===== src/rtl/pefe_pkg.sv =====
`default_nettype none
package pefe_pkg;

  // printer bytes
  localparam logic [7:0] ESC_BYTE  = 8'h1B;
  localparam logic [7:0] FF_BYTE   = 8'h0C;
  localparam logic [7:0] CONV_BASE = 8'hA0;

  // font codes
  localparam logic [7:0] FONT_BOLD      = 8'h62;  // b
  localparam logic [7:0] FONT_EMPH      = 8'h65;  // e
  localparam logic [7:0] FONT_UNDERLINE = 8'h75;  // u
  localparam logic [7:0] FONT_ITALIC    = 8'h69;  // i
  localparam logic [7:0] FONT_GRAPHIC   = 8'h67;  // g
  localparam logic [7:0] FONT_RESET     = 8'h6E;  // n
  localparam logic [7:0] FONT_JOB_START = 8'h0A;  // not a font, forces the next on string

  // configuration register indexes
  localparam logic [1:0] CFG_PRINTER_TYPE = 2'd0;
  localparam logic [1:0] CFG_CONVERT      = 2'd1;
  localparam logic [1:0] CFG_FORMFEED     = 2'd2;

  localparam logic [2:0] ROW_PLAIN = 3'd4;

  typedef enum logic [1:0] {
    MODE_JOB_START = 2'd0,
    MODE_CHAR      = 2'd1,
    MODE_PAGE      = 2'd2,
    MODE_JOB_END   = 2'd3
  } mode_e;

  typedef enum logic [1:0] {
    ST_IDLE,
    ST_SEG_A,
    ST_SEG_B,
    ST_TAIL
  } state_e;

  typedef enum logic [1:0] {
    SEG_A,
    SEG_B,
    SEG_TAIL
  } seg_e;

  typedef enum logic [1:0] {
    TAIL_NONE,
    TAIL_CHAR,
    TAIL_FF
  } tail_e;

  // string slots of an escape table row
  typedef logic [2:0] slot_t;
  localparam slot_t SLOT_BOLD_ON  = 3'd0;
  localparam slot_t SLOT_BOLD_OFF = 3'd1;
  localparam slot_t SLOT_UL_ON    = 3'd2;
  localparam slot_t SLOT_UL_OFF   = 3'd3;
  localparam slot_t SLOT_IT_ON    = 3'd4;
  localparam slot_t SLOT_IT_OFF   = 3'd5;
  localparam slot_t SLOT_PROLOGUE = 3'd6;
  localparam slot_t SLOT_EPILOGUE = 3'd7;

  // escape string, byte 0 first, escape byte included
  typedef struct packed {
    logic [2:0]      len;
    logic [4:0][7:0] data;
  } str_t;

  typedef struct packed {
    logic       load;
    seg_e       sel;
    logic [2:0] idx;
    logic       emit;
    logic       last;
  } dp_cmd_t;

  typedef struct packed {
    logic [2:0] len_a;
    logic [2:0] len_b;
    logic       tail_en;
  } dp_stat_t;

  localparam logic [7:0] GLYPH_KEYS [12] = '{
    8'h31, 8'h32, 8'h33, 8'h34, 8'h35, 8'h36, 8'h37, 8'h38, 8'h39, 8'h2D, 8'h7C, 8'h2A
  };
  localparam logic [7:0] GLYPH_ASCII [12] = '{
    8'h2B, 8'h2B, 8'h2B, 8'h2B, 8'h2B, 8'h2B, 8'h2B, 8'h2B, 8'h2B, 8'h2D, 8'h7C, 8'h2A
  };
  localparam logic [7:0] GLYPH_BOX [12] = '{
    8'hC0, 8'hC1, 8'hD9, 8'hC3, 8'hC5, 8'hB4, 8'hDA, 8'hC2, 8'hBF, 8'hC4, 8'hB3, 8'hF9
  };

  localparam logic [7:0] LATIN_PC8 [96] = '{
    8'h20, 8'hAD, 8'h9B, 8'h9C, 8'h2A, 8'h9D, 8'h7C, 8'hF5,
    8'h22, 8'hE9, 8'hA6, 8'hAE, 8'hAA, 8'h2D, 8'h52, 8'h7E,
    8'hF8, 8'hF1, 8'hFD, 8'h33, 8'h27, 8'hE6, 8'hF4, 8'hF9,
    8'h2C, 8'h31, 8'hA7, 8'hAF, 8'hAC, 8'hAB, 8'h33, 8'hA8,
    8'h41, 8'h41, 8'h41, 8'h41, 8'h8E, 8'h8F, 8'h92, 8'h80,
    8'h45, 8'h90, 8'h45, 8'h45, 8'h49, 8'h49, 8'h49, 8'h49,
    8'h44, 8'hA5, 8'h4F, 8'h4F, 8'h4F, 8'h4F, 8'h99, 8'h78,
    8'h4F, 8'h55, 8'h55, 8'h55, 8'h9A, 8'h59, 8'hE8, 8'hE1,
    8'h85, 8'hA0, 8'h83, 8'h61, 8'h84, 8'h86, 8'h91, 8'h87,
    8'h8A, 8'h82, 8'h88, 8'h89, 8'h8D, 8'hA1, 8'h8C, 8'h8B,
    8'hEB, 8'hA4, 8'h95, 8'hA2, 8'h93, 8'h6F, 8'h94, 8'hF6,
    8'h6F, 8'h97, 8'hA3, 8'h97, 8'h81, 8'h79, 8'hE7, 8'h79
  };

  // escape string rom, rows 0 and 2 share the dot matrix set
  function automatic str_t str_rom(input logic [2:0] row, input slot_t slot);
    str_t s;
    s = '0;
    case (row)
      3'd0, 3'd2: begin
        case (slot)
          SLOT_BOLD_ON:  s = '{len: 3'd2, data: {24'h0, 8'h45, ESC_BYTE}};
          SLOT_BOLD_OFF: s = '{len: 3'd2, data: {24'h0, 8'h46, ESC_BYTE}};
          SLOT_UL_ON:    s = '{len: 3'd3, data: {16'h0, 8'h31, 8'h2D, ESC_BYTE}};
          SLOT_UL_OFF:   s = '{len: 3'd3, data: {16'h0, 8'h30, 8'h2D, ESC_BYTE}};
          SLOT_IT_ON:    s = '{len: 3'd2, data: {24'h0, 8'h34, ESC_BYTE}};
          SLOT_IT_OFF:   s = '{len: 3'd2, data: {24'h0, 8'h35, ESC_BYTE}};
          default:       s = '0;
        endcase
      end
      3'd1: begin
        case (slot)
          SLOT_BOLD_ON:  s = '{len: 3'd2, data: {24'h0, 8'h45, ESC_BYTE}};
          SLOT_BOLD_OFF: s = '{len: 3'd2, data: {24'h0, 8'h46, ESC_BYTE}};
          SLOT_UL_ON:    s = '{len: 3'd3, data: {16'h0, 8'h31, 8'h2D, ESC_BYTE}};
          SLOT_UL_OFF:   s = '{len: 3'd3, data: {16'h0, 8'h30, 8'h2D, ESC_BYTE}};
          SLOT_IT_ON:    s = '{len: 3'd2, data: {24'h0, 8'h34, ESC_BYTE}};
          SLOT_IT_OFF:   s = '{len: 3'd2, data: {24'h0, 8'h35, ESC_BYTE}};
          SLOT_PROLOGUE: s = '{len: 3'd3, data: {16'h0, 8'h31, 8'h74, ESC_BYTE}};
          SLOT_EPILOGUE: s = '{len: 3'd3, data: {16'h0, 8'h30, 8'h74, ESC_BYTE}};
          default:       s = '0;
        endcase
      end
      3'd3: begin
        case (slot)
          SLOT_BOLD_ON:  s = '{len: 3'd5, data: {8'h42, 8'h33, 8'h73, 8'h28, ESC_BYTE}};
          SLOT_BOLD_OFF: s = '{len: 3'd5, data: {8'h42, 8'h30, 8'h73, 8'h28, ESC_BYTE}};
          SLOT_UL_ON:    s = '{len: 3'd5, data: {8'h44, 8'h31, 8'h64, 8'h26, ESC_BYTE}};
          SLOT_UL_OFF:   s = '{len: 3'd4, data: {8'h00, 8'h40, 8'h64, 8'h26, ESC_BYTE}};
          SLOT_IT_ON:    s = '{len: 3'd5, data: {8'h53, 8'h31, 8'h73, 8'h28, ESC_BYTE}};
          SLOT_IT_OFF:   s = '{len: 3'd5, data: {8'h53, 8'h30, 8'h73, 8'h28, ESC_BYTE}};
          SLOT_PROLOGUE: s = '{len: 3'd5, data: {8'h55, 8'h30, 8'h31, 8'h28, ESC_BYTE}};
          default:       s = '0;
        endcase
      end
      default: s = '0;
    endcase
    return s;
  endfunction

  // on string slot of a font code, valid low for normal
  function automatic logic [3:0] font_on_slot(input logic [7:0] f);
    logic [3:0] r;
    r = '0;
    if (f == FONT_BOLD || f == FONT_EMPH) begin
      r = {1'b1, SLOT_BOLD_ON};
    end else if (f == FONT_UNDERLINE) begin
      r = {1'b1, SLOT_UL_ON};
    end else if (f == FONT_ITALIC) begin
      r = {1'b1, SLOT_IT_ON};
    end
    return r;
  endfunction

endpackage
`default_nettype wire


===== src/rtl/pefe_ctrl.sv =====
`default_nettype none
module pefe_ctrl (
  input  wire logic              clk_i,
  input  wire logic              rst_ni,
  input  wire logic              in_valid_i,
  output logic                   in_ready_o,
  output logic                   out_valid_o,
  input  wire logic              out_ready_i,
  input  wire pefe_pkg::dp_stat_t stat_i,
  output pefe_pkg::dp_cmd_t      cmd_o
);
  import pefe_pkg::*;

  state_e     state_q, state_d;
  logic [2:0] idx_q, idx_d;
  logic       out_valid_q, out_valid_d;
  logic       can_emit;
  logic       end_a, end_b;

  assign can_emit = !out_valid_q || out_ready_i;
  assign end_a    = (idx_q == stat_i.len_a - 3'd1);
  assign end_b    = (idx_q == stat_i.len_b - 3'd1);

  always_comb begin
    state_d    = state_q;
    idx_d      = idx_q;
    cmd_o      = '0;
    cmd_o.sel  = SEG_A;
    cmd_o.idx  = idx_q;
    in_ready_o = 1'b0;
    case (state_q)
      ST_IDLE: begin
        in_ready_o = 1'b1;
        if (in_valid_i) begin
          cmd_o.load = 1'b1;
          state_d    = ST_SEG_A;
          idx_d      = '0;
        end
      end
      ST_SEG_A: begin
        cmd_o.sel = SEG_A;
        if (stat_i.len_a == 3'd0) begin
          state_d = ST_SEG_B;
        end else if (can_emit) begin
          cmd_o.emit = 1'b1;
          cmd_o.last = end_a && (stat_i.len_b == 3'd0) && !stat_i.tail_en;
          if (end_a) begin
            state_d = ST_SEG_B;
            idx_d   = '0;
          end else begin
            idx_d = idx_q + 3'd1;
          end
        end
      end
      ST_SEG_B: begin
        cmd_o.sel = SEG_B;
        if (stat_i.len_b == 3'd0) begin
          state_d = ST_TAIL;
        end else if (can_emit) begin
          cmd_o.emit = 1'b1;
          cmd_o.last = end_b && !stat_i.tail_en;
          if (end_b) begin
            state_d = ST_TAIL;
            idx_d   = '0;
          end else begin
            idx_d = idx_q + 3'd1;
          end
        end
      end
      ST_TAIL: begin
        cmd_o.sel = SEG_TAIL;
        if (!stat_i.tail_en) begin
          state_d = ST_IDLE;
        end else if (can_emit) begin
          cmd_o.emit = 1'b1;
          cmd_o.last = 1'b1;
          state_d    = ST_IDLE;
        end
      end
      default: begin
        state_d = ST_IDLE;
      end
    endcase
  end

  assign out_valid_d = cmd_o.emit || (out_valid_q && !out_ready_i);
  assign out_valid_o = out_valid_q;

  always_ff @(posedge clk_i or negedge rst_ni) begin
    if (!rst_ni) begin
      state_q     <= ST_IDLE;
      idx_q       <= '0;
      out_valid_q <= 1'b0;
    end else begin
      state_q     <= state_d;
      idx_q       <= idx_d;
      out_valid_q <= out_valid_d;
    end
  end

endmodule
`default_nettype wire


===== src/rtl/pefe_dp.sv =====
`default_nettype none
module pefe_dp (
  input  wire logic              clk_i,
  input  wire logic              rst_ni,
  input  wire logic              cfg_we_i,
  input  wire logic [1:0]        cfg_idx_i,
  input  wire logic [2:0]        cfg_wdata_i,
  input  wire logic [1:0]        mode_i,
  input  wire logic [7:0]        font_i,
  input  wire logic [7:0]        char_in_i,
  input  wire pefe_pkg::dp_cmd_t cmd_i,
  output pefe_pkg::dp_stat_t     stat_o,
  output logic [7:0]             out_byte_o,
  output logic                   last_o
);
  import pefe_pkg::*;

  logic [2:0] printer_type_q;
  logic       convert_q;
  logic       formfeed_q;
  logic [7:0] cur_font_q, cur_font_d;

  logic       seg_a_vld_q, seg_a_vld_d;
  slot_t      seg_a_q, seg_a_d;
  logic       seg_b_vld_q, seg_b_vld_d;
  slot_t      seg_b_q, seg_b_d;
  tail_e      tail_q, tail_d;
  logic [7:0] char_q, char_d;

  logic [7:0] out_byte_q, out_byte_d;
  logic       last_q;

  logic [2:0] row;
  logic       box_row;
  logic [3:0] old_slot, new_slot;
  logic       glyph_hit;
  logic [7:0] glyph_byte;
  logic [6:0] latin_idx;
  str_t       rom_a, rom_b;

  assign row     = (printer_type_q > ROW_PLAIN) ? ROW_PLAIN : printer_type_q;
  assign box_row = (row != 3'd0) && (row != ROW_PLAIN);

  // config writes
  always_ff @(posedge clk_i or negedge rst_ni) begin
    if (!rst_ni) begin
      printer_type_q <= '0;
      convert_q      <= 1'b0;
      formfeed_q     <= 1'b0;
    end else if (cfg_we_i) begin
      case (cfg_idx_i)
        CFG_PRINTER_TYPE: printer_type_q <= cfg_wdata_i;
        CFG_CONVERT:      convert_q      <= cfg_wdata_i[0];
        CFG_FORMFEED:     formfeed_q     <= cfg_wdata_i[0];
        default: ;
      endcase
    end
  end

  // graphic glyph match, keys are unique
  always_comb begin
    glyph_hit  = 1'b0;
    glyph_byte = char_in_i;
    for (int k = 0; k < 12; k++) begin
      if (char_in_i == GLYPH_KEYS[k]) begin
        glyph_hit  = 1'b1;
        glyph_byte = box_row ? GLYPH_BOX[k] : GLYPH_ASCII[k];
      end
    end
  end

  assign latin_idx = 7'(char_in_i - CONV_BASE);
  assign old_slot  = font_on_slot(cur_font_q);
  assign new_slot  = font_on_slot(font_i);

  // item decode into segment plan
  always_comb begin
    cur_font_d  = cur_font_q;
    seg_a_vld_d = seg_a_vld_q;
    seg_a_d     = seg_a_q;
    seg_b_vld_d = seg_b_vld_q;
    seg_b_d     = seg_b_q;
    tail_d      = tail_q;
    char_d      = char_q;
    if (cmd_i.load) begin
      seg_a_vld_d = 1'b0;
      seg_a_d     = SLOT_PROLOGUE;
      seg_b_vld_d = 1'b0;
      seg_b_d     = SLOT_BOLD_ON;
      tail_d      = TAIL_NONE;
      char_d      = char_in_i;
      case (mode_e'(mode_i))
        MODE_JOB_START: begin
          seg_a_vld_d = 1'b1;
          seg_a_d     = SLOT_PROLOGUE;
          cur_font_d  = FONT_JOB_START;
        end
        MODE_CHAR: begin
          if (font_i != cur_font_q) begin
            seg_a_vld_d = old_slot[3];
            seg_a_d     = old_slot[2:0] + 3'd1;
            seg_b_vld_d = new_slot[3];
            seg_b_d     = new_slot[2:0];
            cur_font_d  = font_i;
          end
          tail_d = TAIL_CHAR;
          if (font_i == FONT_GRAPHIC) begin
            char_d = glyph_hit ? glyph_byte : char_in_i;
          end else if (convert_q && char_in_i >= CONV_BASE) begin
            char_d = LATIN_PC8[latin_idx];
          end
        end
        MODE_PAGE: begin
          tail_d = TAIL_FF;
        end
        MODE_JOB_END: begin
          seg_a_vld_d = 1'b1;
          seg_a_d     = SLOT_EPILOGUE;
          tail_d      = formfeed_q ? TAIL_FF : TAIL_NONE;
        end
        default: ;
      endcase
    end
  end

  always_ff @(posedge clk_i or negedge rst_ni) begin
    if (!rst_ni) begin
      cur_font_q  <= FONT_RESET;
      seg_a_vld_q <= 1'b0;
      seg_b_vld_q <= 1'b0;
      tail_q      <= TAIL_NONE;
    end else begin
      cur_font_q  <= cur_font_d;
      seg_a_vld_q <= seg_a_vld_d;
      seg_b_vld_q <= seg_b_vld_d;
      tail_q      <= tail_d;
    end
  end

  always_ff @(posedge clk_i) begin
    seg_a_q <= seg_a_d;
    seg_b_q <= seg_b_d;
    char_q  <= char_d;
  end

  assign rom_a = str_rom(row, seg_a_q);
  assign rom_b = str_rom(row, seg_b_q);

  assign stat_o.len_a   = seg_a_vld_q ? rom_a.len : 3'd0;
  assign stat_o.len_b   = seg_b_vld_q ? rom_b.len : 3'd0;
  assign stat_o.tail_en = (tail_q != TAIL_NONE);

  // byte select
  always_comb begin
    case (cmd_i.sel)
      SEG_A:    out_byte_d = rom_a.data[cmd_i.idx];
      SEG_B:    out_byte_d = rom_b.data[cmd_i.idx];
      SEG_TAIL: out_byte_d = (tail_q == TAIL_FF) ? FF_BYTE : char_q;
      default:  out_byte_d = char_q;
    endcase
  end

  always_ff @(posedge clk_i) begin
    if (cmd_i.emit) begin
      out_byte_q <= out_byte_d;
      last_q     <= cmd_i.last;
    end
  end

  assign out_byte_o = out_byte_q;
  assign last_o     = last_q;

endmodule
`default_nettype wire


===== src/rtl/printer_escape_font_encoder.sv =====
`default_nettype none
// printer escape font encoder: turns job start, character, page break and job end
// events into a stream of printer bytes, one byte per output word, with last_o high on
// the final byte of each event. an event that produces nothing (a job start or job end
// on a printer row without a prologue or epilogue and no formfeed) gives no word at all.
// each event runs in_ready_o low after acceptance and walks three segments: an old-font
// off string (or prologue/epilogue), a new-font on string, then the character or
// formfeed. the two escape strings are 0 to 5 bytes long. the byte sequencer in the
// controller walks the segments and holds while the output side stalls, and it takes
// a new event only after the last one has walked all its segments.
// configuration registers (printer_type, convert_enable, formfeed_enable) are written
// through cfg_we_i/cfg_idx_i/cfg_wdata_i and must only change while no event is in
// flight. printer_type values above 4 act as the plain printer row with no escapes.
module printer_escape_font_encoder (
  input  wire logic       clk_i,
  input  wire logic       rst_ni,
  // configuration write port
  input  wire logic       cfg_we_i,
  input  wire logic [1:0] cfg_idx_i,
  input  wire logic [2:0] cfg_wdata_i,
  // event input
  input  wire logic       in_valid_i,
  output logic            in_ready_o,
  input  wire logic [1:0] mode_i,
  input  wire logic [7:0] font_i,
  input  wire logic [7:0] char_in_i,
  // printer byte output
  output logic            out_valid_o,
  input  wire logic       out_ready_i,
  output logic [7:0]      out_byte_o,
  output logic            last_o
);
  import pefe_pkg::*;

  dp_cmd_t  cmd;
  dp_stat_t stat;

  // controller: walks the segments and owns the output word valid
  pefe_ctrl u_ctrl (
    .clk_i       (clk_i),
    .rst_ni      (rst_ni),
    .in_valid_i  (in_valid_i),
    .in_ready_o  (in_ready_o),
    .out_valid_o (out_valid_o),
    .out_ready_i (out_ready_i),
    .stat_i      (stat),
    .cmd_o       (cmd)
  );

  // datapath: config, current font, escape rom, character remap and output register
  pefe_dp u_dp (
    .clk_i       (clk_i),
    .rst_ni      (rst_ni),
    .cfg_we_i    (cfg_we_i),
    .cfg_idx_i   (cfg_idx_i),
    .cfg_wdata_i (cfg_wdata_i),
    .mode_i      (mode_i),
    .font_i      (font_i),
    .char_in_i   (char_in_i),
    .cmd_i       (cmd),
    .stat_o      (stat),
    .out_byte_o  (out_byte_o),
    .last_o      (last_o)
  );

endmodule
`default_nettype wire


===== config.mk =====
export PLATFORM = sky130hd
export DESIGN_NAME = printer_escape_font_encoder
export DESIGN_NICKNAME = d
export VERILOG_FILES = /design/src/rtl/pefe_pkg.sv /design/src/rtl/pefe_ctrl.sv /design/src/rtl/pefe_dp.sv /design/src/rtl/printer_escape_font_encoder.sv
export SDC_FILE = /design/constraint.sdc
export NUM_CORES = 1
export LEC_CHECK = 0
export BUFFER_PORTS_ARGS = -buffer_cell sky130_fd_sc_hd__buf_2
export CORE_MARGIN = 10
export CORE_UTILIZATION = 35
export CTS_BUF_LIST = sky130_fd_sc_hd__clkbuf_4 sky130_fd_sc_hd__clkbuf_8
export DETAILED_ROUTE_END_ITERATION = 16
export GPL_TIMING_DRIVEN = 0
export PLACE_DENSITY = 0.48
export SYNTH_ARGS = -nofsm -noshare
export SYNTH_HDL_FRONTEND = slang
export SYNTH_SLANG_ARGS = --single-unit

===== constraint.sdc =====
create_clock -name clk_i -period 3.9 [get_ports clk_i]
set_input_delay 0.195 -clock clk_i [delete_from_list [all_inputs] [get_ports clk_i]]
set_output_delay 0.195 -clock clk_i [all_outputs]
set_load 0.01 [all_outputs]

=== After elaboration in Yosys (flattened, before gate mapping) ===
Memory sizes are Yosys's and may differ from the RTL's. A register that Yosys moved wholly into a read port is not among the register bits.
Index checks and enable logic that the tools add are counted.

* Add/sub/neg operators: 5
* Magnitude comparators: 4
* Equal/unequal tests: 62
* Multiplexer cells: 103
* Bitwise gates (word level): 3
* Reductions and logical operators: 36

{| class="wikitable"
|+ Operators with widths
! kind !! count
|-
| 43-bit case mux with 7 select lines || 2
|-
| 42-bit case mux with 6 select lines || 2
|-
| 8-bit 2-to-1 mux || 34
|-
| 43-bit case mux with 3 select lines || 2
|-
| 8-bit by 6-bit equality test with 1-bit output, second input constant || 11
|-
| 8-bit by 7-bit equality test with 1-bit output, second input constant || 10
|-
| 8-bit binary-select mux with 3-bit select || 2
|-
| 3-bit 2-to-1 mux || 12
|-
| 2-bit 2-to-1 mux || 16
|-
| 4-bit 2-to-1 mux || 6
|-
| 8-bit case mux with 3 select lines || 1
|-
| 3-bit by 2-bit equality test with 1-bit output, second input constant || 6
|-
| 3-bit equality test, second input constant || 6
|-
| 1-bit 2-to-1 mux || 18
|-
| 8-bit greater-or-equal comparator, second input constant || 2
|-
| 8-bit case mux with 2 select lines || 1
|-
| 3-bit logical NOT || 5
|-
| 2-bit equality test, second input constant || 7
|-
| 3-bit by 1-bit != test with 1-bit output, second input constant || 4
|-
| 2-bit case mux with 3 select lines || 2
|-
| 6-bit AND reduction || 2
|-
| 3-bit by 1-bit equality test with 1-bit output, second input constant || 3
|-
| 3-bit case mux with 3 select lines || 1
|-
| 2-bit by 1-bit equality test with 1-bit output, second input constant || 4
|-
| 27 further kinds || 54
|}

* Bits in registers: 46
* Bits in read-only memories: 1184
* Input bits: 28
* Logic and storage cells: 232
* Memories: 3

{| class="wikitable"
|+ Memories
! memory !! words !! bits a word !! rd ports !! clocked after memory_dff !! wr ports !! RTL line !! text
|-
| (no name shown) || 128 || 8 || 1 || 0 || 0 || pefe_dp.sv:110 || <nowiki>char_d = LATIN_PC8[latin_idx];</nowiki>
|-
| (no name shown) || 8 || 10 || 1 || 0 || 0 || pefe_pkg.sv:124 || <nowiki>case (slot)</nowiki>
|-
| (no name shown) || 8 || 10 || 1 || 1 || 0 || pefe_pkg.sv:124 ||
|}

=== Longest topological paths before layout ===
* Depth in word-level cells: 20
* Gate-level depth with buffers: 13
* Depth with buffers taken out: 13

=== Modules after synthesis ===
From an unflattened synthesis, not the netlist that was laid out.

* Cell total of the unflattened synthesis: 756
* Area, all modules: 5891.9 µm²

{| class="wikitable"
|+ By module, submodules not included
! module !! instances !! cells an instance !! area each (µm²)
|-
| pefe_dp || 1 || 690 || 5238.8
|-
| pefe_ctrl || 1 || 66 || 653.1
|}

=== Least setup slack after synthesis ===
No wires, ideal clock.

* Path kind: reg-to-reg
* Start point: register u_dp.seg_b_q[1]
* End point: register u_dp.last_q (netlist: u_dp.last_o) (enable)
* Library setup time: 0.387 ns
* Data arrival time: 2.562 ns
* Required time: 3.513 ns
* Slack: 0.951 ns
* Cell stages (with the launch flop): 12
* Clock period less this slack: 2.949 ns
* Path through: edfxtp_1 -> inv_1 -> ha_1 -> nor4_1 -> o211ai_1 -> nand2_1 -> ha_1 -> ha_1 -> inv_1 -> nand2_1 -> and3_1 -> nor3_1

{| class="wikitable"
|+ RTL lines
! element !! RTL line !! text
|-
| start: declaration || pefe_dp.sv:26 || <nowiki>slot_t seg_b_q, seg_b_d;</nowiki>
|-
| start signal: assignment || pefe_dp.sv:142 || <nowiki>seg_b_q <= seg_b_d;</nowiki>
|-
| end signal: assignment || pefe_dp.sv:166 || <nowiki>last_q <= cmd_i.last;</nowiki>
|-
| end: declaration || pefe_dp.sv:31 || <nowiki>logic last_q;</nowiki>
|}

==> summary.md <==
| Metric | Value |
|---|---|
| Final Util | 0.395 |
| Worst r2r dst | u_dp.last_o |
| Netlist Area Pre-Place | between 5000 and 6000 um^2 |
| Grt total ovfl | 0 |
| Core area | 16000 um^2 |
| Fillers | 1711 |
| Area used by multi-input combinational logic | approximately 4000 um^2 |
| Post-DP HPWL | 16400 um |
| Post-CTS sizing | 0 |
| Syn Inst Count | 738 |
| Total of max-cap violations | 0 |
| Max Slew Vio Count | 0 |
| Cell mode on critical path | ha_1 |
| First-pass GRT wire length | approximately 34000 um |
| Area Growth Syn to Fin | 9.62% |
| Num Clock Sinks | 53 |
| Die width | 148 um |
| Initial antenna violation count | 0 |
| Post-synth net total | 797 |
| First-iteration detailed-routing DRC count | 840 |
| Layout cell share with drive strength beyond 1 | 0.116 |
| Min Tclk post-route | 3.45 ns |
| Crit-path leading delay family | compound AO/OA/AOI/OAI gates |
| Average size of a mapped cell | 7.81 um^2 |
| CP required | 4.04 ns |
| Synth Register Bits | 53 |
| Total track usage | 0.188 |
| DR pass1 iterations | 6 |
| Int Pwr | 1.50 mW |
| Power after layout | approximately 2.8 mW |
| Combinational Power Share | 0.553 |
| Largest net degree at the start of global routing | 24 |
| Status | finished clean |
| Hold-critical path depth | 3 |
| CTS max path bufs | 2 |
| R2r worst-path depth | 13 |
| Starting Density | 0.360 |
| Worst path buffer plus inverter count | 1 |
| RSZ-0062 raised after global routing | no |
| Via count | 6279 |
| Sequential share of power | 0.327 |
| PwrDens | 446 nW/um^2 |
| Most frequent cell after synthesis | nand2_1 |
| Post-synth EDFFs | 22 |
| Antenna Diode Count | 0 |
| Share of the synthesized area in the top cell type | 0.115 |
| I/O Pins | 39 |
| Crit end category | register |
| DRC viols | 0 |
| Critical path cell sequence | inv_1, ha_1, nor4_1, o211ai_1, nand2_1, ha_1, ha_1, xor2_1, nand3_1, a21o_1, a21oi_1, a211oi_1, a2111oi_2 |
| Synth unique cells | 83 |
| H-tree Lvls | 2 |
| RD Place Congestion | 0.993 |
| Final setup TNS | 0 ns |
| Die area | 22000 um^2 |
| Top cells by area, synth | edfxtp_1, dfrtp_1, ha_1 |
| Clk Latency, worst-skew pair | about 0.34 ns |
| Post-synthesis sequential area ratio | 0.243 |
| Finished Layout Cells | 998 |
| P_leak | 2.34 nW |
| Fin crit share | 0.884 |
| Clock-pin slew on the worst setup and hold paths | 0.11 ns |
| # setup viols final | 0 |
| Critical Path Max Stage Delay | roughly 0.53 ns |
| Critical Path Start Type | register |
| # rows | 46 |
| I/O Buffers | 35 |
| WL/cell | ~21 um |
| Die Y | 148 um |
| Worst Skew | 0.0165 ns |
| Prevailing post-synth register cell | edfxtp_1 |
| Root buffer cell | clkbuf_8 |
| Top post-synthesis cells by count | nand2_1, o21ai_0, nor2_1, a21oi_1, clkbuf_1 |
| Relative slew margins | 0.378 |
| TritonCTS clock tree | yes |
| R2r setup slk | roughly 0.45 ns |
| Ys Warns | 0 |
| Worst-Margin Slew | 0.918 ns |
| Async SR Flop Fraction | 0.434 |
| Dpl cells | 989 |
| RR Startpoint | u_dp.seg_b_q[1] |
| Psw | between 1 and 1.5 mW |
| Register area | between 1000 and 1500 um^2 |
| Final #Nets | 840 |
| CTS Buf Count | 5 |
| Worst Path Arrival | 3.59 ns |
| Synth area leader | edfxtp_1 |
| Drt total wl | about 21000 um |
| Vias per inst | 6.29 |
| Min Hold Slack | just under 0.1 ns |
| Routed Antenna Nets | 0 |
| HP Class | input port to register |
| Clk network pwr share | 0.120 |
| Hold endpoint | u_dp.printer_type_q[2] |
| Sw Ratio | 0.469 |
| Final hold vios | 0 |
| Slowest cell on crit path | nor4_1 |
| Crit path max fanout | 6 |
| Highest clock rate | 290 MHz |
| Hold Crit Start | cfg_wdata_i[2] |
| WS Path Type | register to register |
| Vias in the first global route | just over 6000 |
| Peak VDD IR | 0.212 mV |
per-layer routing:
metal	wire length, um	global-route usage	part of all wire
met5	0	0	0
met3	1530	0.0294	0.071
met4	1040	0.0996	0.048
met2	10200	0.315	0.48
met1	8680	0.228	0.40
worst min-delay path: cells and delay by family:
kind / cells / cell delay (ns)
buf+inv: 1 / 0.08
simple gates: 1 / 0.04
compound gates: 1 / 0.07
layout make-up:
class	count	area share
multi-input combinational	598	0.636
sequential	53	0.222
tap	216	0.0428
buffer	56	0.0368
timing repair buffer	36	0.0293
inverter	31	0.0184
clock buffer	5	0.0109
clock inverter	3	0.00396
worst max-delay path by stage:
| stage | from | depth (start not counted) | endpoint | slack (ns) |
|---|---|---|---|---|
| after detailed placement | char_in_i[1] | 11 | u_dp.char_q[4] | 0.38 |
| after global routing | u_dp.seg_b_q[1] | 13 | u_dp.last_o | 0.19 |
| after global placement | u_dp.seg_b_q[2] | 11 | u_dp.out_byte_o[6] | 0.02 |
| after floorplan | u_dp.seg_b_q[1] | 11 | u_dp.last_o | 0.95 |
| after CTS | u_dp.seg_b_q[1] | 12 | u_dp.last_o | 0.44 |
| final | u_dp.seg_b_q[1] | 13 | u_dp.last_o | 0.45 |
placed cells by master (no fill, tap or decap), types with 9 or more instances in the layout:
cell      Yosys  final
buf_2        14     49
nand2b_1     29     29
o211ai_1     15     15
a21oi_1      47     47
a211oi_1      9      9
ha_1         31     31
nor2_1       49     49
nor2b_1      20     20
o31ai_1      10     10
nand2_1      71     71
inv_1        28     28
a31oi_1      15     15
clkbuf_1     37     37
xnor2_1      11     11
mux2i_1      12     12
edfxtp_1     22     22
nor3_1       14     13
dfrtp_1      18     18
o21ai_0      64     64
nand3_1      21     21
nand3b_1     12     12
power by group through the flow:
stage	registers, mW	clock network, mW	logic (mW)
6_report	0.922	0.339	1.56
3_3_place_gp	0.931	0	1.52
3_5_place_dp	0.935	0	1.53
2_1_floorplan	0.907	0	1.08
4_1_cts	0.922	0.359	1.54
5_1_grt	0.945	0.380	1.71
per-stage QoR:
step | setup WS [ns] | area (um^2)
finish | 0.454 | 6320
global route | 0.194 | 6320
CTS | 0.436 | 6320
detailed placement | 0.384 | 6210
global placement | 0.0166 | 6210
floorplan | 0.951 | 5760
what timing repair did:
| action | in CTS | in global routing |
|---|---|---|
| endpoints found under the hold margin | 18 | 0 |
| setup buffers | 0 | 0 |
| hold buffers | 1 | 0 |
cells by family (layout without fill, tap and decap cells):
family / after synthesis / count (layout) / synth area share
muxes: 22 / 22 / 0.0462
xor gates and xnor gates: 17 / 17 / 0.0258
and+or+nand+nor: 265 / 265 / 0.241
AOI/OAI and AO/OA: 263 / 263 / 0.316
adders and majority gates: 31 / 31 / 0.0673
DFF: 53 / 53 / 0.243
buffers and inverters: 87 / 131 / 0.0606
Note: power is estimated with default switching activity, not from simulation.
